$ cat src/design/pdc_pkg.sv
// Shared types, codes and constants of the Playfair digraph cipher block.
package pdc_pkg;

  localparam int SQUARE_SLOTS_DEF = 32;
  localparam int LETTER_W         = 5;
  localparam int JOBQ_DEPTH       = 4;
  localparam int RESQ_DEPTH       = 4;
  localparam int CFG_IDX_W        = 1;
  localparam int CFG_DATA_W       = 1;

  localparam logic [LETTER_W-1:0] FILLER_RU = 5'd26;
  localparam logic [LETTER_W-1:0] FILLER_EN = 5'd22;
  localparam logic [LETTER_W-1:0] LAST_RU   = 5'd31;
  localparam logic [LETTER_W-1:0] LAST_EN   = 5'd24;

  typedef enum logic [2:0] {
    CMD_KEY_CLEAR  = 3'd0,
    CMD_KEY_LETTER = 3'd1,
    CMD_KEY_DONE   = 3'd2,
    CMD_TEXT       = 3'd3,
    CMD_END        = 3'd4
  } cmd_t;

  typedef enum logic [CFG_IDX_W-1:0] {
    CFG_LANGUAGE = 1'b0,
    CFG_DECRYPT  = 1'b1
  } cfg_reg_t;

  typedef enum logic [1:0] {
    ST_OK     = 2'd0,
    ST_ODD    = 2'd1,
    ST_NO_KEY = 2'd2
  } status_t;

  typedef enum logic [1:0] {
    JOB_APPEND = 2'd0,
    JOB_PAIR   = 2'd1,
    JOB_MARK   = 2'd2
  } job_kind_t;

  typedef struct packed {
    logic [2:0]          command;
    logic [LETTER_W-1:0] letter;
  } in_item_t;

  typedef struct packed {
    logic [LETTER_W-1:0] out_letter;
    logic                letter_valid;
    logic                last;
    logic [1:0]          status;
  } out_item_t;

  typedef struct packed {
    logic language;
    logic decrypt_mode;
  } cfg_t;

  // For an append, a is the letter and b the square slot it goes to.
  typedef struct packed {
    job_kind_t           kind;
    logic [LETTER_W-1:0] a;
    logic [LETTER_W-1:0] b;
    logic                last;
    logic [1:0]          status;
  } job_t;

endpackage

$ cat src/design/playfair_digraph_cipher_top.sv
// Top level of the Playfair digraph cipher block.
// The block takes one request per cycle while its job queue has room, and a text letter
// passes through the job queue and the back-end pipeline into the result queue; a
// completed pair leaves as two results, first letter then second, through the result
// queue, so sustained throughput is about one request per cycle and two result writes
// per cipher pair, set by the single result write port. A key letter that directly
// follows a text result waits in the back end while that result is in the first stage.
// Key done is the exception: it completes the square by stepping through the alphabet
// one letter per cycle while the job queue has room, during which full stays high.
// Configuration writes take effect at the next edge and must only be made while no
// request is in flight; changing the language clears the key, changing the mode clears
// any half-formed pair.
module playfair_digraph_cipher_top
  import pdc_pkg::*;
#(
  parameter int SQUARE_SLOTS = SQUARE_SLOTS_DEF
) (
  input  logic                  clk,
  input  logic                  rst_n,
  input  logic                  push,
  output logic                  full,
  input  in_item_t              in_data,
  output logic                  empty,
  input  logic                  pop,
  output out_item_t             out_data,
  input  logic                  cfg_we,
  input  logic [CFG_IDX_W-1:0]  cfg_index,
  input  logic [CFG_DATA_W-1:0] cfg_wdata
);

  cfg_t      cfg;
  logic      job_push, job_full, job_empty, job_pop;
  job_t      job_in, job_head;
  logic      res_push, res_full;
  out_item_t res_data;

  pdc_front u_front (
    .clk       (clk),
    .rst_n     (rst_n),
    .push      (push),
    .full      (full),
    .in_data   (in_data),
    .cfg_we    (cfg_we),
    .cfg_index (cfg_index),
    .cfg_wdata (cfg_wdata),
    .cfg       (cfg),
    .job_push  (job_push),
    .job       (job_in),
    .job_full  (job_full)
  );

  pdc_fifo #(
    .WIDTH ($bits(job_t)),
    .DEPTH (JOBQ_DEPTH)
  ) u_job_q (
    .clk        (clk),
    .rst_n      (rst_n),
    .wr_en      (job_push),
    .wr_data    (job_in),
    .fifo_full  (job_full),
    .rd_en      (job_pop),
    .rd_data    (job_head),
    .fifo_empty (job_empty)
  );

  pdc_back #(
    .SQUARE_SLOTS (SQUARE_SLOTS)
  ) u_back (
    .clk       (clk),
    .rst_n     (rst_n),
    .cfg       (cfg),
    .job_empty (job_empty),
    .job_head  (job_head),
    .job_pop   (job_pop),
    .res_push  (res_push),
    .res_data  (res_data),
    .res_full  (res_full)
  );

  pdc_fifo #(
    .WIDTH ($bits(out_item_t)),
    .DEPTH (RESQ_DEPTH)
  ) u_res_q (
    .clk        (clk),
    .rst_n      (rst_n),
    .wr_en      (res_push),
    .wr_data    (res_data),
    .fifo_full  (res_full),
    .rd_en      (pop),
    .rd_data    (out_data),
    .fifo_empty (empty)
  );

endmodule

$ cat src/design/pdc_fifo.sv
// Small register-based first-in first-out queue.
module pdc_fifo
  import pdc_pkg::*;
#(
  parameter int WIDTH = 8,
  parameter int DEPTH = 4
) (
  input  logic             clk,
  input  logic             rst_n,
  input  logic             wr_en,
  input  logic [WIDTH-1:0] wr_data,
  output logic             fifo_full,
  input  logic             rd_en,
  output logic [WIDTH-1:0] rd_data,
  output logic             fifo_empty
);

  localparam int PTR_W = (DEPTH > 1) ? $clog2(DEPTH) : 1;
  localparam int CNT_W = $clog2(DEPTH + 1);

  logic [WIDTH-1:0] mem_r [DEPTH];
  logic [PTR_W-1:0] wr_ptr_r, wr_ptr_nxt, rd_ptr_r, rd_ptr_nxt;
  logic [CNT_W-1:0] count_r, count_nxt;
  logic             do_wr, do_rd;

  assign fifo_full  = (count_r == CNT_W'(DEPTH));
  assign fifo_empty = (count_r == '0);
  assign do_wr      = wr_en && !fifo_full;
  assign do_rd      = rd_en && !fifo_empty;
  assign rd_data    = mem_r[rd_ptr_r];

  always_comb begin
    wr_ptr_nxt = wr_ptr_r;
    rd_ptr_nxt = rd_ptr_r;
    count_nxt  = count_r;
    if (do_wr) begin
      wr_ptr_nxt = (wr_ptr_r == PTR_W'(DEPTH - 1)) ? '0 : wr_ptr_r + 1'b1;
    end
    if (do_rd) begin
      rd_ptr_nxt = (rd_ptr_r == PTR_W'(DEPTH - 1)) ? '0 : rd_ptr_r + 1'b1;
    end
    if (do_wr && !do_rd) begin
      count_nxt = count_r + 1'b1;
    end else if (do_rd && !do_wr) begin
      count_nxt = count_r - 1'b1;
    end
  end

  always_ff @(posedge clk) begin
    if (!rst_n) begin
      wr_ptr_r <= '0;
      rd_ptr_r <= '0;
      count_r  <= '0;
    end else begin
      wr_ptr_r <= wr_ptr_nxt;
      rd_ptr_r <= rd_ptr_nxt;
      count_r  <= count_nxt;
    end
  end

  always_ff @(posedge clk) begin
    if (do_wr) begin
      mem_r[wr_ptr_r] <= wr_data;
    end
  end

endmodule

$ cat src/design/pdc_front.sv
// Front end: configuration, command decoding, key bookkeeping and text pairing.
module pdc_front
  import pdc_pkg::*;
(
  input  logic                  clk,
  input  logic                  rst_n,
  input  logic                  push,
  output logic                  full,
  input  in_item_t              in_data,
  input  logic                  cfg_we,
  input  logic [CFG_IDX_W-1:0]  cfg_index,
  input  logic [CFG_DATA_W-1:0] cfg_wdata,
  output cfg_t                  cfg,
  output logic                  job_push,
  output job_t                  job,
  input  logic                  job_full
);

  logic                lang_r, lang_nxt, dec_r, dec_nxt;
  logic [31:0]         used_r, used_nxt;
  logic [5:0]          fill_r, fill_nxt;
  logic                key_ready_r, key_ready_nxt;
  logic [LETTER_W-1:0] prev_r, prev_nxt, pend_r, pend_nxt;
  logic                prev_v_r, prev_v_nxt, pend_v_r, pend_v_nxt;
  logic                sweep_r, sweep_nxt;
  logic [LETTER_W-1:0] idx_r, idx_nxt;

  logic                accept;
  logic [LETTER_W-1:0] alpha_last, filler, l;
  logic                in_alpha, dbl;

  assign full       = sweep_r || job_full;
  assign accept     = push && !full;
  assign cfg        = '{language: lang_r, decrypt_mode: dec_r};
  assign alpha_last = lang_r ? LAST_EN : LAST_RU;
  assign filler     = lang_r ? FILLER_EN : FILLER_RU;
  assign l          = in_data.letter;
  assign in_alpha   = (l <= alpha_last);
  assign dbl        = !dec_r && prev_v_r && (prev_r == l);

  always_comb begin
    lang_nxt      = lang_r;
    dec_nxt       = dec_r;
    used_nxt      = used_r;
    fill_nxt      = fill_r;
    key_ready_nxt = key_ready_r;
    prev_nxt      = prev_r;
    prev_v_nxt    = prev_v_r;
    pend_nxt      = pend_r;
    pend_v_nxt    = pend_v_r;
    sweep_nxt     = sweep_r;
    idx_nxt       = idx_r;
    job_push      = 1'b0;
    job           = '0;

    if (sweep_r) begin
      // Completion of the key: one alphabet letter is examined per cycle while the job queue has room.
      if (!job_full) begin
        if (!used_r[idx_r]) begin
          job_push = 1'b1;
          job.kind = JOB_APPEND;
          job.a    = idx_r;
          job.b    = fill_r[LETTER_W-1:0];
          fill_nxt = fill_r + 1'b1;
        end
        if (idx_r == alpha_last) begin
          sweep_nxt     = 1'b0;
          key_ready_nxt = 1'b1;
          prev_v_nxt    = 1'b0;
          pend_v_nxt    = 1'b0;
          prev_nxt      = '0;
          pend_nxt      = '0;
        end else begin
          idx_nxt = idx_r + 1'b1;
        end
      end
    end else if (accept) begin
      unique case (in_data.command)
        CMD_KEY_CLEAR: begin
          used_nxt      = '0;
          fill_nxt      = '0;
          key_ready_nxt = 1'b0;
          prev_v_nxt    = 1'b0;
          pend_v_nxt    = 1'b0;
          prev_nxt      = '0;
          pend_nxt      = '0;
        end
        CMD_KEY_LETTER: begin
          if (!key_ready_r && in_alpha && !used_r[l]) begin
            job_push    = 1'b1;
            job.kind    = JOB_APPEND;
            job.a       = l;
            job.b       = fill_r[LETTER_W-1:0];
            used_nxt[l] = 1'b1;
            fill_nxt    = fill_r + 1'b1;
          end
        end
        CMD_KEY_DONE: begin
          if (!key_ready_r) begin
            sweep_nxt = 1'b1;
            idx_nxt   = '0;
          end
        end
        CMD_TEXT: begin
          if (in_alpha) begin
            if (!key_ready_r) begin
              job_push   = 1'b1;
              job.kind   = JOB_MARK;
              job.status = ST_NO_KEY;
            end else begin
              if (dbl) begin
                // The filler goes between two equal letters; one pair results
                // either way, with the letter left over or consumed.
                job_push = 1'b1;
                job.kind = JOB_PAIR;
                if (pend_v_r) begin
                  job.a      = pend_r;
                  job.b      = filler;
                  pend_nxt   = l;
                  pend_v_nxt = 1'b1;
                end else begin
                  job.a      = filler;
                  job.b      = l;
                  pend_v_nxt = 1'b0;
                end
              end else if (pend_v_r) begin
                job_push   = 1'b1;
                job.kind   = JOB_PAIR;
                job.a      = pend_r;
                job.b      = l;
                pend_v_nxt = 1'b0;
              end else begin
                pend_nxt   = l;
                pend_v_nxt = 1'b1;
              end
              prev_nxt   = l;
              prev_v_nxt = 1'b1;
            end
          end
        end
        CMD_END: begin
          job_push = 1'b1;
          job.last = 1'b1;
          if (!key_ready_r) begin
            job.kind   = JOB_MARK;
            job.status = ST_NO_KEY;
          end else if (!pend_v_r) begin
            job.kind   = JOB_MARK;
            job.status = ST_OK;
          end else if (dec_r) begin
            job.kind   = JOB_MARK;
            job.status = ST_ODD;
          end else begin
            job.kind = JOB_PAIR;
            job.a    = pend_r;
            job.b    = filler;
          end
          prev_v_nxt = 1'b0;
          pend_v_nxt = 1'b0;
          prev_nxt   = '0;
          pend_nxt   = '0;
        end
        default: begin
        end
      endcase
    end

    if (cfg_we) begin
      unique case (cfg_index)
        CFG_LANGUAGE: begin
          if (cfg_wdata[0] != lang_r) begin
            lang_nxt      = cfg_wdata[0];
            used_nxt      = '0;
            fill_nxt      = '0;
            key_ready_nxt = 1'b0;
            sweep_nxt     = 1'b0;
            prev_v_nxt    = 1'b0;
            pend_v_nxt    = 1'b0;
            prev_nxt      = '0;
            pend_nxt      = '0;
          end
        end
        CFG_DECRYPT: begin
          if (cfg_wdata[0] != dec_r) begin
            dec_nxt    = cfg_wdata[0];
            prev_v_nxt = 1'b0;
            pend_v_nxt = 1'b0;
            prev_nxt   = '0;
            pend_nxt   = '0;
          end
        end
        default: begin
        end
      endcase
    end
  end

  always_ff @(posedge clk) begin
    if (!rst_n) begin
      lang_r      <= 1'b0;
      dec_r       <= 1'b0;
      used_r      <= '0;
      fill_r      <= '0;
      key_ready_r <= 1'b0;
      prev_r      <= '0;
      prev_v_r    <= 1'b0;
      pend_r      <= '0;
      pend_v_r    <= 1'b0;
      sweep_r     <= 1'b0;
      idx_r       <= '0;
    end else begin
      lang_r      <= lang_nxt;
      dec_r       <= dec_nxt;
      used_r      <= used_nxt;
      fill_r      <= fill_nxt;
      key_ready_r <= key_ready_nxt;
      prev_r      <= prev_nxt;
      prev_v_r    <= prev_v_nxt;
      pend_r      <= pend_nxt;
      pend_v_r    <= pend_v_nxt;
      sweep_r     <= sweep_nxt;
      idx_r       <= idx_nxt;
    end
  end

endmodule

$ cat src/design/pdc_back.sv
// Back end: key square and position memories, pair lookup pipeline and result emission.
module pdc_back
  import pdc_pkg::*;
#(
  parameter int SQUARE_SLOTS = SQUARE_SLOTS_DEF
) (
  input  logic      clk,
  input  logic      rst_n,
  input  cfg_t      cfg,
  input  logic      job_empty,
  input  job_t      job_head,
  output logic      job_pop,
  output logic      res_push,
  output out_item_t res_data,
  input  logic      res_full
);

  logic [LETTER_W-1:0] pos_mem [32];
  logic [LETTER_W-1:0] sq_mem  [SQUARE_SLOTS];

  logic                v1_r, v2_r, v3_r, second_r;
  job_t                job1_r, job2_r, job3_r;
  logic [LETTER_W-1:0] pa_r, pb_r, oa_r, ob_r, sa_r, sb_r;
  logic                oa_ok_r, ob_ok_r, sa_ok_r, sb_ok_r;
  logic                adv, emit_last, take_job;

  logic [2:0]          r1, c1, r2, c2, rows_m1, cols_m1;
  logic [2:0]          r1n, c1n, r2n, c2n;
  logic [LETTER_W-1:0] oa, ob;

  function automatic logic [2:0] row_of(input logic [LETTER_W-1:0] p, input logic en);
    logic [8:0] prod;
    begin
      // p / 5 for any five-bit p, by multiplying with 13/64; p / 4 for Russian.
      prod = {4'b0, p} * 9'd13;
      row_of = en ? prod[8:6] : p[4:2];
    end
  endfunction

  function automatic logic [2:0] col_of(input logic [LETTER_W-1:0] p, input logic en,
                                        input logic [2:0] row);
    logic [5:0] r5;
    begin
      r5 = ({3'b0, row} << 2) + {3'b0, row};
      col_of = en ? 3'(({1'b0, p} - r5)) : {1'b0, p[1:0]};
    end
  endfunction

  function automatic logic [LETTER_W-1:0] slot_of(input logic [2:0] row, input logic [2:0] col,
                                                  input logic en);
    logic [5:0] s5;
    begin
      s5 = ({3'b0, row} << 2) + {3'b0, row} + {3'b0, col};
      slot_of = en ? s5[LETTER_W-1:0] : {row, col[1:0]};
    end
  endfunction

  function automatic logic [2:0] step(input logic [2:0] v, input logic [2:0] top,
                                      input logic back);
    begin
      if (back) begin
        step = (v == 3'd0) ? top : v - 1'b1;
      end else begin
        step = (v == top) ? 3'd0 : v + 1'b1;
      end
    end
  endfunction

  assign emit_last = v3_r && !res_full && ((job3_r.kind != JOB_PAIR) || second_r);
  assign adv       = !v3_r || emit_last;
  // An append waits while a request sits in the first stage, as that request still has
  // to read the square as it was before the append.
  assign take_job  = adv && !job_empty && !(v1_r && (job_head.kind == JOB_APPEND));
  assign job_pop   = take_job;

  // Square memories are written when an append leaves the queue.
  always_ff @(posedge clk) begin
    if (take_job && (job_head.kind == JOB_APPEND)) begin
      pos_mem[job_head.a] <= job_head.b;
      if (int'(job_head.b) < SQUARE_SLOTS) begin
        sq_mem[job_head.b] <= job_head.a;
      end
    end
  end

  always_ff @(posedge clk) begin
    if (take_job) begin
      job1_r <= job_head;
      pa_r   <= pos_mem[job_head.a];
      pb_r   <= pos_mem[job_head.b];
    end
  end

  always_comb begin
    cols_m1 = cfg.language ? 3'd4 : 3'd3;
    rows_m1 = cfg.language ? 3'd4 : 3'd7;
    r1  = row_of(pa_r, cfg.language);
    r2  = row_of(pb_r, cfg.language);
    c1  = col_of(pa_r, cfg.language, r1);
    c2  = col_of(pb_r, cfg.language, r2);
    r1n = step(r1, rows_m1, cfg.decrypt_mode);
    r2n = step(r2, rows_m1, cfg.decrypt_mode);
    c1n = step(c1, cols_m1, cfg.decrypt_mode);
    c2n = step(c2, cols_m1, cfg.decrypt_mode);
    if (r1 == r2) begin
      oa = slot_of(r1, c1n, cfg.language);
      ob = slot_of(r2, c2n, cfg.language);
    end else if (c1 == c2) begin
      oa = slot_of(r1n, c1, cfg.language);
      ob = slot_of(r2n, c2, cfg.language);
    end else begin
      oa = slot_of(r1, c2, cfg.language);
      ob = slot_of(r2, c1, cfg.language);
    end
  end

  always_ff @(posedge clk) begin
    if (adv) begin
      job2_r  <= job1_r;
      oa_r    <= oa;
      ob_r    <= ob;
      oa_ok_r <= (int'(oa) < SQUARE_SLOTS);
      ob_ok_r <= (int'(ob) < SQUARE_SLOTS);
      job3_r  <= job2_r;
      sa_r    <= sq_mem[oa_r];
      sb_r    <= sq_mem[ob_r];
      sa_ok_r <= oa_ok_r;
      sb_ok_r <= ob_ok_r;
    end
  end

  always_ff @(posedge clk) begin
    if (!rst_n) begin
      v1_r     <= 1'b0;
      v2_r     <= 1'b0;
      v3_r     <= 1'b0;
      second_r <= 1'b0;
    end else if (adv) begin
      v1_r     <= take_job && (job_head.kind != JOB_APPEND);
      v2_r     <= v1_r;
      v3_r     <= v2_r;
      second_r <= 1'b0;
    end else if (res_push) begin
      second_r <= 1'b1;
    end
  end

  always_comb begin
    res_push = v3_r && !res_full;
    res_data = '0;
    if (job3_r.kind == JOB_PAIR) begin
      res_data.letter_valid = 1'b1;
      if (second_r) begin
        res_data.out_letter = sb_ok_r ? sb_r : '0;
        res_data.last       = job3_r.last;
      end else begin
        res_data.out_letter = sa_ok_r ? sa_r : '0;
      end
    end else begin
      res_data.last   = job3_r.last;
      res_data.status = job3_r.status;
    end
  end

endmodule
$ cat config.mk
export PLATFORM = sky130hd
export DESIGN_NAME = playfair_digraph_cipher_top
export DESIGN_NICKNAME = d
export VERILOG_FILES = /design/src/design/pdc_pkg.sv /design/src/design/playfair_digraph_cipher_top.sv /design/src/design/pdc_fifo.sv /design/src/design/pdc_front.sv /design/src/design/pdc_back.sv
export SDC_FILE = /design/constraint.sdc
export NUM_CORES = 1
export LEC_CHECK = 0
export BUFFER_PORTS_ARGS = -buffer_cell sky130_fd_sc_hd__buf_2
export CAP_MARGIN = 20
export CORE_MARGIN = 5
export CORE_UTILIZATION = 45
export DETAILED_ROUTE_END_ITERATION = 6
export PLACE_DENSITY = 0.59
export SLEW_MARGIN = 20
export SYNTH_ARGS = -nofsm -noshare
export SYNTH_HDL_FRONTEND = slang
export SYNTH_SLANG_ARGS = --single-unit
$ cat constraint.sdc
create_clock -name clk -period 14.9 [get_ports clk]
set_clock_uncertainty 0.2 [all_clocks]
set_input_delay 1.49 -clock clk [delete_from_list [all_inputs] [get_ports clk]]
set_output_delay 1.49 -clock clk [all_outputs]
set_load 0.05 [all_outputs]
* Yosys cells after proc, flatten, opt, wreduce, memory -nomap -nowiden
Memories as Yosys holds them, arrays and structs flattened. A register that Yosys moved wholly into a read port is not among the register bits.
Cells that the tools add are included.
** Cells by class
- $add $sub $neg :: 30
- $mul :: 2
- Order comparisons :: 4
- Eq/ne operators :: 25
- Mux-type cells :: 183
- Bitwise logic cells :: 3
- Reduce and logical (&&, ||, !) cells :: 56
** Operators by type and width (number)
- $mux 32 :: 6
- $mux 5 :: 38
- $mux 10 :: 7
- $mux 3 :: 23
- $pmux 32 s2 :: 1
- $mux 1 :: 59
- $mux 6 :: 9
- $add 5x3->5 :: 10
- $mux 12 :: 4
- $pmux 5 s2 :: 4
- $mux 2 :: 18
- $pmux 12 s3 :: 1
- $or 32x32->32 :: 1
- $logic_and 1x1->1 :: 21
- $logic_not 3->1 :: 7
- $add 3x1->3 const B :: 6
- $eq 3x3->1 :: 6
- $mul 5x4->9 const B :: 2
- $sub 3x1->3 const B :: 6
- $mux 15 :: 1
- $logic_not 1->1 :: 14
- $lt 5x6->1 const B :: 2
- $pmux 6 s2 :: 1
- $mux 11 :: 1
- other kinds (28) :: 55
** Storage, ports and cells
- Bits in registers :: 102
- Memory bits (writable) :: 416
- Word-level logic and storage cells :: 339
- Memories :: 4
** Memories
- u_back.pos_mem :: words 32, width 5, read ports 2, clocked after memory_dff 2, write ports 1, line pdc_back.sv:18 : logic [LETTER_W-1:0] pos_mem [32];
- u_back.sq_mem :: words 32, width 5, read ports 2, clocked after memory_dff 2, write ports 1, line pdc_back.sv:19 : logic [LETTER_W-1:0] sq_mem [SQUARE_SLOTS];
- u_job_q.mem_r :: words 4, width 15, read ports 1, clocked after memory_dff 1, write ports 1, line pdc_fifo.sv:21 : logic [WIDTH-1:0] mem_r [DEPTH];
- u_res_q.mem_r :: words 4, width 9, read ports 1, clocked after memory_dff 1, write ports 1, line pdc_fifo.sv:21

* Logic depth before layout (Yosys ltp)
Gate-level depths: netlist (run 1).
- Depth after elaboration :: 14
- Mapped depth :: 25

* Hierarchy
Synthesis (run 1) repeated with hierarchy kept, for this count alone.
** Unflattened totals
- Cells, all modules :: 1863
- Area, all modules :: 27710.3 um2
** By module, submodules not included
- pdc_back :: instances 1, cells each 1176, area an instance 19497.4 um2, sequential area each 11040.6 um2
- pdc_front :: instances 1, cells each 460, area an instance 3772.4 um2, sequential area each 1161.1 um2
- pdc_fifo at u_job_q :: instances 1, cells each 129, area an instance 2667.6 um2, sequential area each 1981.9 um2
- pdc_fifo at u_res_q :: instances 1, cells each 98, area an instance 1773.0 um2, sequential area each 1261.2 um2

* Worst setup path after synthesis (run 1)
OpenSTA, ideal clock, no wires.
- Kind :: register to register
- Start point :: register u_back.pa_r[1], read port of u_back.pos_mem
- End point :: register u_back.oa_r[4] (data pin)
- Data arrival time :: 5.822 ns
- Required time :: 14.548 ns
- Slack :: 8.727 ns
- Stages on the path, launching flop included :: 23
- Cell sequence :: edfxtp_1 -> ha_1 -> fa_1 -> ha_1 -> o21a_1 -> o2bb2ai_1 -> mux2i_1 -> nor2_1 -> inv_1 -> ha_1 -> xor2_1 -> xnor2_1 -> inv_1 -> nor2_1 -> fa_1 -> ha_1 -> a21o_1 -> a21oi_1 -> nor2_1 -> xnor2_1 -> a31o_2 -> a211o_1 -> a31oi_1
** Between the ends
- Word-level cells in the longest chain between the ends :: 11
- Elaborated cells between the ends (all ways) :: 30
** Ends and longest elaborated chain
- start, declared :: line pdc_back.sv:23 : logic [LETTER_W-1:0] pa_r, pb_r, oa_r, ob_r, sa_r, sb_r;
- $mul 5x4->9 :: line pdc_back.sv:35 : prod = {4'b0, p} * 9'd13;
- $mux 3 :: line pdc_back.sv:36 : row_of = en ? prod[8:6] : p[4:2];
- $add 5x3->5 :: line pdc_back.sv:44 : r5 = ({3'b0, row} << 2) + {3'b0, row};
- $sub 3x3->3 :: line pdc_back.sv:45 : col_of = en ? 3'(({1'b0, p} - r5)) : {1'b0, p[1:0]};
- $mux 3 :: line pdc_back.sv:45
- $add 3x1->3, or another cell as far along :: line pdc_back.sv:64 : step = (v == top) ? 3'd0 : v + 1'b1;
- $mux 3, on equally long branches :: line pdc_back.sv:64, pdc_back.sv:62
- $mux 3 :: line pdc_back.sv:61 : if (back) begin
- $add 5x3->5 :: line pdc_back.sv:53 : s5 = ({3'b0, row} << 2) + {3'b0, row} + {3'b0, col};
- $mux 5 :: line pdc_back.sv:54 : slot_of = en ? s5[LETTER_W-1:0] : {row, col[1:0]};
- $mux 5 * :: line pdc_back.sv:105 : if (r1 == r2) begin
- net u_back.oa[4] :: line pdc_back.sv:29 : logic [LETTER_W-1:0] oa, ob;
- end signal, assigned :: line pdc_back.sv:120 : oa_r <= oa;
- end, declared :: line pdc_back.sv:23
Mark *: on every way through the listed nets, which the timed path passes. The rest lies on a longest branch.
A chain may end at the register's enable or synchronous reset.

* Worst setup path in the final report (run 1)
Ends and elaborated chain as after synthesis.

==> impl_metrics.toml, run 1 <==
[outcome]
status = "finished clean"

[yosys]
yosysUniqueCellTypes = 74
synth_top_cell_area_share = 0.5081
synth_area_leader_cell = "edfxtp_1"
yosysWarnings = 0
synth_area_per_cell_um2 = 15.09
yosys-top-cells-area = "edfxtp_1, mux4_2, dfxtp_1, ha_1, nor2_1"
synthCells = 1806
ys_async_sr_fraction = 0
yosysSeqAreaShare = 0.5669
synth_ff_type = "edfxtp_1"
synth_seq_cells = 541
syn_area_um2 = 27240
mappedNetlistNets = 1919
synth_edf_count = 461

[detailed_routing]
ant_nets = 0
wl_met3_um = 3507
wl_per_cell_um = 23.50
viasPerCell = 5.987
drt-met1-wl_um = 25880
drt_first_iter_violations = 1057
wirelength_um = 62220
drt_first_pass_iters = 6
drc_errors = 0
highest_layer = "met4"
wl_met2_um = 30620
vias = 15853

[global_route]
track_usage = 0.1872
grt_pass1_wl_um = 96350
grt_pass1_vias = 16319
grt-ovfl-total = 0
antenna_found_initial = 0
grt_max_degree = 77

[placed_design]
place_inst = 2542
portBuffers = 25
dp_hpwl_um = 42120
placed_area_um2 = 28140
gp_congestion = 0.8871

[power]
pwr-share-comb = 0.456
power_leakage_nw = 9.964
seq_power_share = 0.327
vdd_drop_max_v = 0.00009891
clkPwrFrac = 0.217
swShare = 0.3713
p_per_area_nw_per_um2 = 211.2
p_sw_mw = 2.346
p_int_mw = 3.973

[final_layout]
final_util = 0.4976
final_cells = 2648
nets = 1932
fin_area_um2 = 29920
multiInputGateArea_um2 = 11190
antenna_cells = 0
area_growth_pct = 9.833
seqCellArea_um2 = 15450
fill_cells = 5144
drive_above_1_share = 0.2095

[worst_setup_path]
cp.arrival_ps = 7490
r2r_start = "u_back.pa_r[1]"
ff2ff_setup_slack_ps = 7680
crit_required_ps = 15170
cp-end-kind = "flip-flop"
worst-path-max-fanout = 9
cp-startpoint = "u_back.pa_r[1]"
critPathLaunchType = "flip-flop"
path_class = "flip-flop to flip-flop"

[worst_hold_path]
hold_class = "flip-flop to flip-flop"
holdCritStartpoint = "u_back.job2_r[2]"

[clock_tree]
htree_levels = 2
clock_latency_ps = 630
postCtsHoldBufs = 0
cts_setup_buffers = 0
cts_tree = "built"
cts_buffers = 57
cts_resized = 0
clock_path_buffers = 3
path_clk_slew_ps = 60
clock-sinks = 541
root_buffer = "clkbuf_16"

[timing]
finalCritPeriodShare = 0.4847
clock.fmax_mhz = 138.5
setup_viol = 0
slew_headroom = 0.3418
rsz0062_at_grt = "no"
tns_ps = 0
worst_slew_pin_slew_ps = 987.2
min_period_ps = 7222
hold_viol = 0
drv_slew = 0

[run]
maxCapViolCount = 0

[die]
ios = 26
die_w_um = 256.1
fp-row-count = 90
die_y_um = 256.1
core_um2 = 60130
dieArea_um2 = 65560
start_util = 0.4531
-- synthesized netlist by cell type (3+ instances only) --
library cell / n
mux2_2: 19
o21ai_0: 75
a21boi_0: 5
nand4_1: 20
and2_1: 16
or3_1: 14
a31oi_1: 6
buf_1: 18
o211ai_1: 9
mux4_2: 226
nor2_1: 144
nand3_1: 21
buf_6: 4
nand2b_1: 11
clkbuf_1: 60
a211o_1: 5
fa_1: 14
and3_1: 5
edfxtp_1: 461
o2111ai_1: 4
nor2b_1: 31
buf_2: 11
mux2i_1: 24
nor3_1: 20
a22oi_1: 43
ha_1: 84
dfxtp_1: 80
xor2_1: 20
a32oi_1: 3
o22ai_1: 4
nor3b_1: 4
o21a_1: 8
nor4_1: 3
a21o_1: 12
a211oi_2: 3
a21oi_1: 36
or2_2: 7
inv_1: 58
xnor2_1: 39
nand2_1: 118
a211oi_1: 11
a221oi_1: 4
-- layout make-up --
type / instances / area share
Sequential cell: 541 / 0.5162
Tap cell: 782 / 0.03270
Clock buffer: 82 / 0.05181
Timing Repair Buffer: 47 / 0.009701
Inverter: 61 / 0.007652
Multi-Input combinational cell: 1111 / 0.3741
Clock inverter: 24 / 0.007861
-- metrics by stage --
stage                     power (mW)  hold slack (ps)  setup slack, ps
after floorplan                4.193            200.3             8727
after global placement         4.935            202.1             7979
after detailed placement       4.987            204.5             7760
after CTS                      6.379            218.5             7723
after global routing           6.691            226.4             7225
final                          6.319            218.8             7678
-- critical path, stage by stage, from the launching register on --
cell and delay [ps]:
edfxtp_1 550, ha_1 390, fa_1 460, ha_1 300, nand4_1 190, o2bb2ai_1 260
mux2i_1 170, nor2_1 640, inv_1 120, ha_1 380, xor2_1 180, xnor2_1 500
inv_1 170, nor2_1 470, fa_1 560, ha_1 320, a21o_1 160, a21oi_1 140
nor2_1 110, xnor2_1 160, a31o_2 270, a211o_1 220, a31oi_1 160
-- power by group through the flow --
stage               clock [mW]  combinational, mW  sequential (mW)
floorplan                    0               2.16             2.03
global placement             0               2.84             2.09
detailed placement           0               2.89             2.10
CTS                       1.41               2.90             2.07
global route              1.47               3.14             2.08
finish                    1.37               2.88             2.07
-- state kept, by name (all words and copies together) (netlist names), 32 cells and up, named ones only --
signal and count:
u_res_q.mem_r 36, u_back.sq_mem 160, u_front.used_r 32, u_back.pos_mem 160, u_job_q.mem_r 60
-- worst paths after layout --
| path | endpoint | cells past startpoint |
|---|---|---|
| hold reg to reg | u_back.job3_r[2] | 0 |
| setup reg to reg | u_back.oa_r[4] | 22 |
| setup / recovery | u_back.oa_r[4] | 22 |
| hold / removal | u_back.job3_r[2] | 0 |
-- layout by cell type, fill, tap and decap left out, drive strengths merged, types with 5 or more instances in the layout --
cell type / instances
a21o: 13
a21oi: 37
and3: 5
inv: 62
nand4: 20
and2: 16
clkinv: 19
or3: 14
nand3: 21
clkbuf: 82
nor2: 144
mux2i: 24
edfxtp: 461
nand2b: 11
buf: 47
nor2b: 31
dfxtp: 80
o21ai: 76
a211oi: 14
nor3: 20
mux2: 19
mux4: 228
ha: 84
a211o: 5
fa: 14
or2: 7
xnor2: 39
o21a: 8
nand2: 119
a31oi: 6
xor2: 20
a22oi: 43
o211ai: 9
a21boi: 6
-- per-layer routing --
layer | GRT usage | vias up
met1 | 0.2490 | 8060
met3 | 0.03551 | 131
met2 | 0.3124 | 464
met4 | 0.06462 | 0
li1 | - | 7198
met5 | 0 | -
-- logic make-up after synthesis --
group           count (synthesis)  synth area share
flops                         541            0.5669
simple gates                  424           0.07316
mux                           271            0.2054
compound gates                258           0.06347
buf+inv                       154           0.02283
fa+ha+maj                      99           0.04923
xor+xnor                       59           0.01897
(Power assumes the default switching activity.)
==> run 2, diff against run 1 <==
Settings changed: ABC_AREA from default to 1, PLACE_DENSITY 0.59 to 0.61.
Clock period 14.9 ns to 5.8 ns, I/O delays scaled along.
==> run 2 against run 1 <==
Die area grew 2.4%. Final cell count grew 41%. Setup slack lost 7200 ps. Critical endpoint is now u_back.ob_r[4]. Largest cell class unchanged. Highest routed layer unchanged.
==> impl_metrics.toml, run 2 <==
[outcome]
status = "finished clean"

[global_route]
grt-ovfl-total = 0
grt_max_degree = 83
grt_pass1_wl_um = 123900
grt_pass1_vias = 21498
antenna_found_initial = 0
track_usage = 0.2326

[yosys]
synth_edf_count = 461
yosys-top-cells-area = "edfxtp_1, dfxtp_1, nor2_1, o21ai_0, nand2_1"
synth_most_common_cell = "edfxtp_1"
synth_area_per_cell_um2 = 9.762
synth_ff_type = "edfxtp_1"
ys_async_sr_fraction = 0
synth_top_cell_area_share = 0.4959
synth_area_leader_cell = "edfxtp_1"
mappedNetlistNets = 2973
syn_area_um2 = 27920
yosysUniqueCellTypes = 55
yosysWarnings = 0
ys_top_cells_by_count = "edfxtp_1, nor2_1, nand2_1"
synthCells = 2860
synth_seq_cells = 541
yosysSeqAreaShare = 0.5532

[placed_design]
dp_hpwl_um = 53510
gp_congestion = 0.9558
portBuffers = 25

[worst_setup_path]
cp.arrival_ps = 5520
crit_required_ps = 5970
crit_slowest_cell = "fa_1"
cp-end-kind = "flip-flop"
critPathLaunchType = "flip-flop"
path_class = "flip-flop to flip-flop"
cpPeakStageDelay_ps = 480
cpMostUsedCell = "nand2_1"
worst-path-max-fanout = 5

[timing]
worst_slew_pin_slew_ps = 1120
setup_viol = 0
finalCritPeriodShare = 0.9226
hold_viol = 0
slew_headroom = 0.2506
clock.fmax_mhz = 186.9
min_period_ps = 5351
rsz0062_at_grt = "no"
tns_ps = 0
drv_slew = 0

[final_layout]
layout_commonest_cell = "edfxtp_1"
layout_common_cells = "edfxtp_1, nor2_1, nand2_1"
reg_top3 = "u_back.pos_mem x160, u_back.sq_mem x160, u_job_q.mem_r x60"
antenna_cells = 0
drive_above_1_share = 0.08000
seqCellArea_um2 = 15450
fill_cells = 5576
final_util = 0.4983
nets = 2968
multiInputGateArea_um2 = 10810
area_growth_pct = 9.945

[detailed_routing]
vias = 22501
highest_layer = "met4"
ant_nets = 0
drt-met1-wl_um = 32970
drc_errors = 0
wl_met2_um = 38800
drt_first_pass_iters = 7
wl_met3_um = 6601
drt_first_iter_violations = 2563
wl_per_cell_um = 21.73
wirelength_um = 81190
viasPerCell = 6.021

[worst_hold_path]
hold_class = "input port to flip-flop"

[die]
start_util = 0.4532
ios = 26
die_y_um = 259.1
dieArea_um2 = 67120
fp-row-count = 91
die_w_um = 259.1
core_um2 = 61600

[power]
power_leakage_nw = 11.10
vdd_drop_max_v = 0.0003395
p_per_area_nw_per_um2 = 556.3

[clock_tree]
postCtsHoldBufs = 0
cts_buffers = 57
clock_path_buffers = 3
root_buffer = "clkbuf_16"
clock-sinks = 541
clock_latency_ps = 650
cts_tree = "built"
htree_levels = 2
path_clk_slew_ps = 60

[run]
maxCapViolCount = 0
-- run 2: changes by cell type after synthesis, sizes merged, moves of 62 or more --
cell,change
o21ai,+204
inv,+212
nor2,+262
mux4,-228
nand3,+100
a22oi,+89
o221ai,+90
nand2,+218
a21oi,+142
o22ai,+62
-- run 2: critical path: cells and delay by family (launching register included) --
| family | cells | cell delay, ps |
|---|---|---|
| compound gates | 4 | 450 |
| fa+ha+maj | 8 | 2580 |
| buf+inv | 4 | 300 |
| flops | 1 | 460 |
| simple gates | 12 | 1120 |
-- run 2: where the power goes --
part | leakage, nW | total [mW] | switching (mW) | internal [mW]
logic | 5.38 | 8.16 | 5.76 | 2.41
registers | 4.85 | 5.36 | 0.236 | 5.12
clock network | 0.871 | 3.55 | 1.59 | 1.96
-- run 2: through the flow --
stage	instances	hold slack, ps	total power [mW]	setup slack [ps]	instance area [µm²]
2_1_floorplan	2860	200.3	10.78	480.7	27920
3_3_place_gp	3629	203.4	13.27	334.2	28830
3_5_place_dp	3629	204.5	13.43	273.1	28830
4_1_cts	3733	20.45	17.00	271.5	30650
5_1_grt	3737	57.04	18.10	28.49	30690
6_report	3737	60.57	17.07	448.9	30690
-- run 2: routing by layer --
layer  vias to the layer above  GRT usage
met5                         -          0
met4                         0    0.08308
met3                       184    0.03229
met2                      1144     0.3856
met1                     10856     0.3154
li1                      10317          -
-- run 2: cell type report --
cell class / count / area share
Sequential cell: 541 / 0.5032
Clock buffer: 63 / 0.04753
Multi-Input combinational cell: 1899 / 0.3522
Inverter: 280 / 0.03424
Tap cell: 837 / 0.03412
Timing Repair Buffer: 76 / 0.01679
Clock inverter: 41 / 0.01186
-- run 2: timing repair --
| item | 4_1_cts | 5_1_grt |
|---|---|---|
| endpoints found under the setup margin | 0 | 5 |
| buffers inserted | 0 | 3 |
| gates resized for setup | 0 | 4 |
-- run 2: final timing paths --
check        cells past startpoint           endpoint  slack (ps)              start
min                              3     u_front.lang_r          60          cfg_index
min reg2reg                      0  u_back.job2_r[14]         220  u_back.job1_r[14]
max reg2reg                     28     u_back.ob_r[4]         450     u_back.pb_r[1]
max                             28     u_back.ob_r[4]         450     u_back.pb_r[1]
-- run 2: logic make-up after synthesis --
| logic type | share of synthesized area |
|---|---|
| compound gates | 0.1891 |
| xor+xnor | 0.005961 |
| fa+ha+maj | 0.04769 |
| buf+inv | 0.06019 |
| flops | 0.5532 |
| mux | 0.0003585 |
| simple gates | 0.1435 |
==> run 3, diff against run 2 <==
Settings changed: CORE_ASPECT_RATIO from default to 1.4, PLACE_DENSITY 0.61 to 0.59.
Clock period 5.8 ns to 5.3 ns, I/O delays scaled along.
==> run 3 against run 2 <==
The run now ends with DRC left. Setup slack got worse by 340 ps. Sequential power increased by 9.5%. Sequential share of layout area decreased by 0.79 points. Critical path depth increased by 1. Global-route usage increased by 1.3 points. Clock power increased by 12%. Die area increased by 0.10%. Flip-flop and latch count unchanged. Register-to-register slack got worse by 340 ps. Critical endpoint is now u_back.ob_r[3]. Largest power group unchanged. Highest routed layer unchanged.
==> impl_metrics.toml, run 3 (same netlist as run 2, synthesis figures left out) <==
[outcome]
status = "complete, but fails checks"
violations = "DRC"

[worst_setup_path]
ff2ff_setup_slack_ps = 100
cpMostUsedCell = "nand2_1"
cp.arrival_ps = 5350
r2r_start = "u_back.pb_r[1]"
timing.rr.end = "u_back.ob_r[3]"
critPathLaunchType = "flip-flop"
reg2reg_depth = 29
crit_required_ps = 5450
path_class = "flip-flop to flip-flop"
cp-end-kind = "flip-flop"
critPathTopFamily = "adder cells"
crit_slowest_cell = "fa_1"
critical_path_buf_inv_count = 6
worst-path-max-fanout = 4
cpPeakStageDelay_ps = 500

[clock_tree]
path_clk_slew_ps = 70
root_buffer = "clkbuf_16"
clock-sinks = 541
clock_latency_ps = 620
cts_buffers = 54
cts_tree = "built"
htree_levels = 2
clock_path_buffers = 3

[final_layout]
drive_above_1_share = 0.1065
nets = 2997
reg_top3 = "u_back.pos_mem x160, u_back.sq_mem x160, u_job_q.mem_r x60"
fill_cells = 5638
area_growth_pct = 11.69
fin_area_um2 = 31180
layout_commonest_cell = "edfxtp_1"
antenna_cells = 0
final_util = 0.5049
layout_common_cells = "edfxtp_1, nor2_1, nand2_1"

[run]
maxCapViolCount = 0

[power]
totalPowerFinal_mw = 19.45
vdd_drop_max_v = 0.0003976
power_leakage_nw = 11.28
p_per_area_nw_per_um2 = 623.7

[placed_design]
placed_area_um2 = 29010
gp_congestion = 0.9260
portBuffers = 25
dp_hpwl_um = 58130

[die]
core_um2 = 61750
start_util = 0.4521
dieArea_um2 = 67190
die_w_um = 220.5
die_y_um = 304.7
fp-row-count = 108
ios = 26

[detailed_routing]
wirelength_um = 85210
vias = 22512
drt_first_iter_violations = 2178
viasPerCell = 5.995
drt_first_pass_iters = 7
ant_nets = 0
drc_errors = 1
wl_per_cell_um = 22.69

[timing]
setup_viol = 0
rsz0062_at_grt = "yes"
slew_headroom = 0.2856
drv_slew = 0
finalCritPeriodShare = 0.9803
hold_viol = 0
min_period_ps = 5196
clock.fmax_mhz = 192.5
worst_slew_pin_slew_ps = 1070
tns_ps = 0
holdWs_ps = 34.67

[global_route]
antenna_found_initial = 1
grt_pass1_wl_um = 129400
grt_max_degree = 83
track_usage = 0.2460
grt_pass1_vias = 22578
grt-ovfl-total = 0

[worst_hold_path]
hold_end = "u_front.dec_r"
hold_class = "input port to flip-flop"
holdCritStartpoint = "cfg_we"
min_path_cells = 3
==> run 3: power by group <==
part	total (mW)	switching [mW]	internal (mW)
Combinational	9.62	6.66	2.96
Sequential	5.87	0.273	5.60
Clock	3.96	1.71	2.26
Total	19.4	8.64	10.8
==> run 3: worst max-delay path by stage <==
stage | startpoint | end | slack [ps] | depth (start not counted)
2_1_floorplan | u_back.pa_r[2] | u_back.oa_r[4] | 20 | 27
4_1_cts | u_back.pa_r[1] | u_back.oa_r[4] | 2 | 27
3_5_place_dp | u_back.pa_r[1] | u_back.oa_r[4] | -110 | 27
5_1_grt | u_back.pb_r[1] | u_back.ob_r[3] | -150 | 30
3_3_place_gp | u_back.pa_r[1] | u_back.oa_r[4] | 60 | 27
6_report | u_back.pb_r[1] | u_back.ob_r[3] | 100 | 29
==> run 3: metal layers <==
layer | routed length (µm) | track usage | vias to the layer above
met5 | 0 | 0 | -
met4 | 5381 | 0.1368 | 0
met3 | 5286 | 0.03852 | 300
met2 | 43510 | 0.4356 | 949
met1 | 31030 | 0.2809 | 10864
li1 | - | - | 10399
==> run 3: layout make-up <==
cell class / instances / area, µm² / area share
clock inverters: 41 / 432.9 / 0.01388
flip-flops and latches: 541 / 15450 / 0.4953
clock buffers: 61 / 1399 / 0.04486
inverters: 280 / 1051 / 0.03371
multi-input cells: 1899 / 11070 / 0.3549
repair buffers: 108 / 754.5 / 0.02420
well taps: 825 / 1032 / 0.03310
==> run 3: through the flow <==
stage | instances | setup slack (ps)
CTS | 3745 | 2.493
detailed placement | 3641 | -111.0
global placement | 3641 | 60.15
finish | 3755 | 104.4
floorplan | 2860 | 15.19
global route | 3755 | -146.8
==> run 3: repair_timing <==
action	4_1_cts	5_1_grt
hold endpoints to repair	1	0
pin swaps	0	26
resized for setup	3	59
setup endpoints to repair	2	8
hold buffers	1	0
setup buffers	1	10
==> run 3: worst reg2reg max path, delay by kind of cell, from the launching register on <==
| family | cells | cell delay, ps |
|---|---|---|
| fa+ha+maj | 7 | 2160 |
| buf+inv | 6 | 540 |
| compound gates | 5 | 480 |
| flops | 1 | 460 |
| xor+xnor | 1 | 170 |
| simple gates | 10 | 930 |
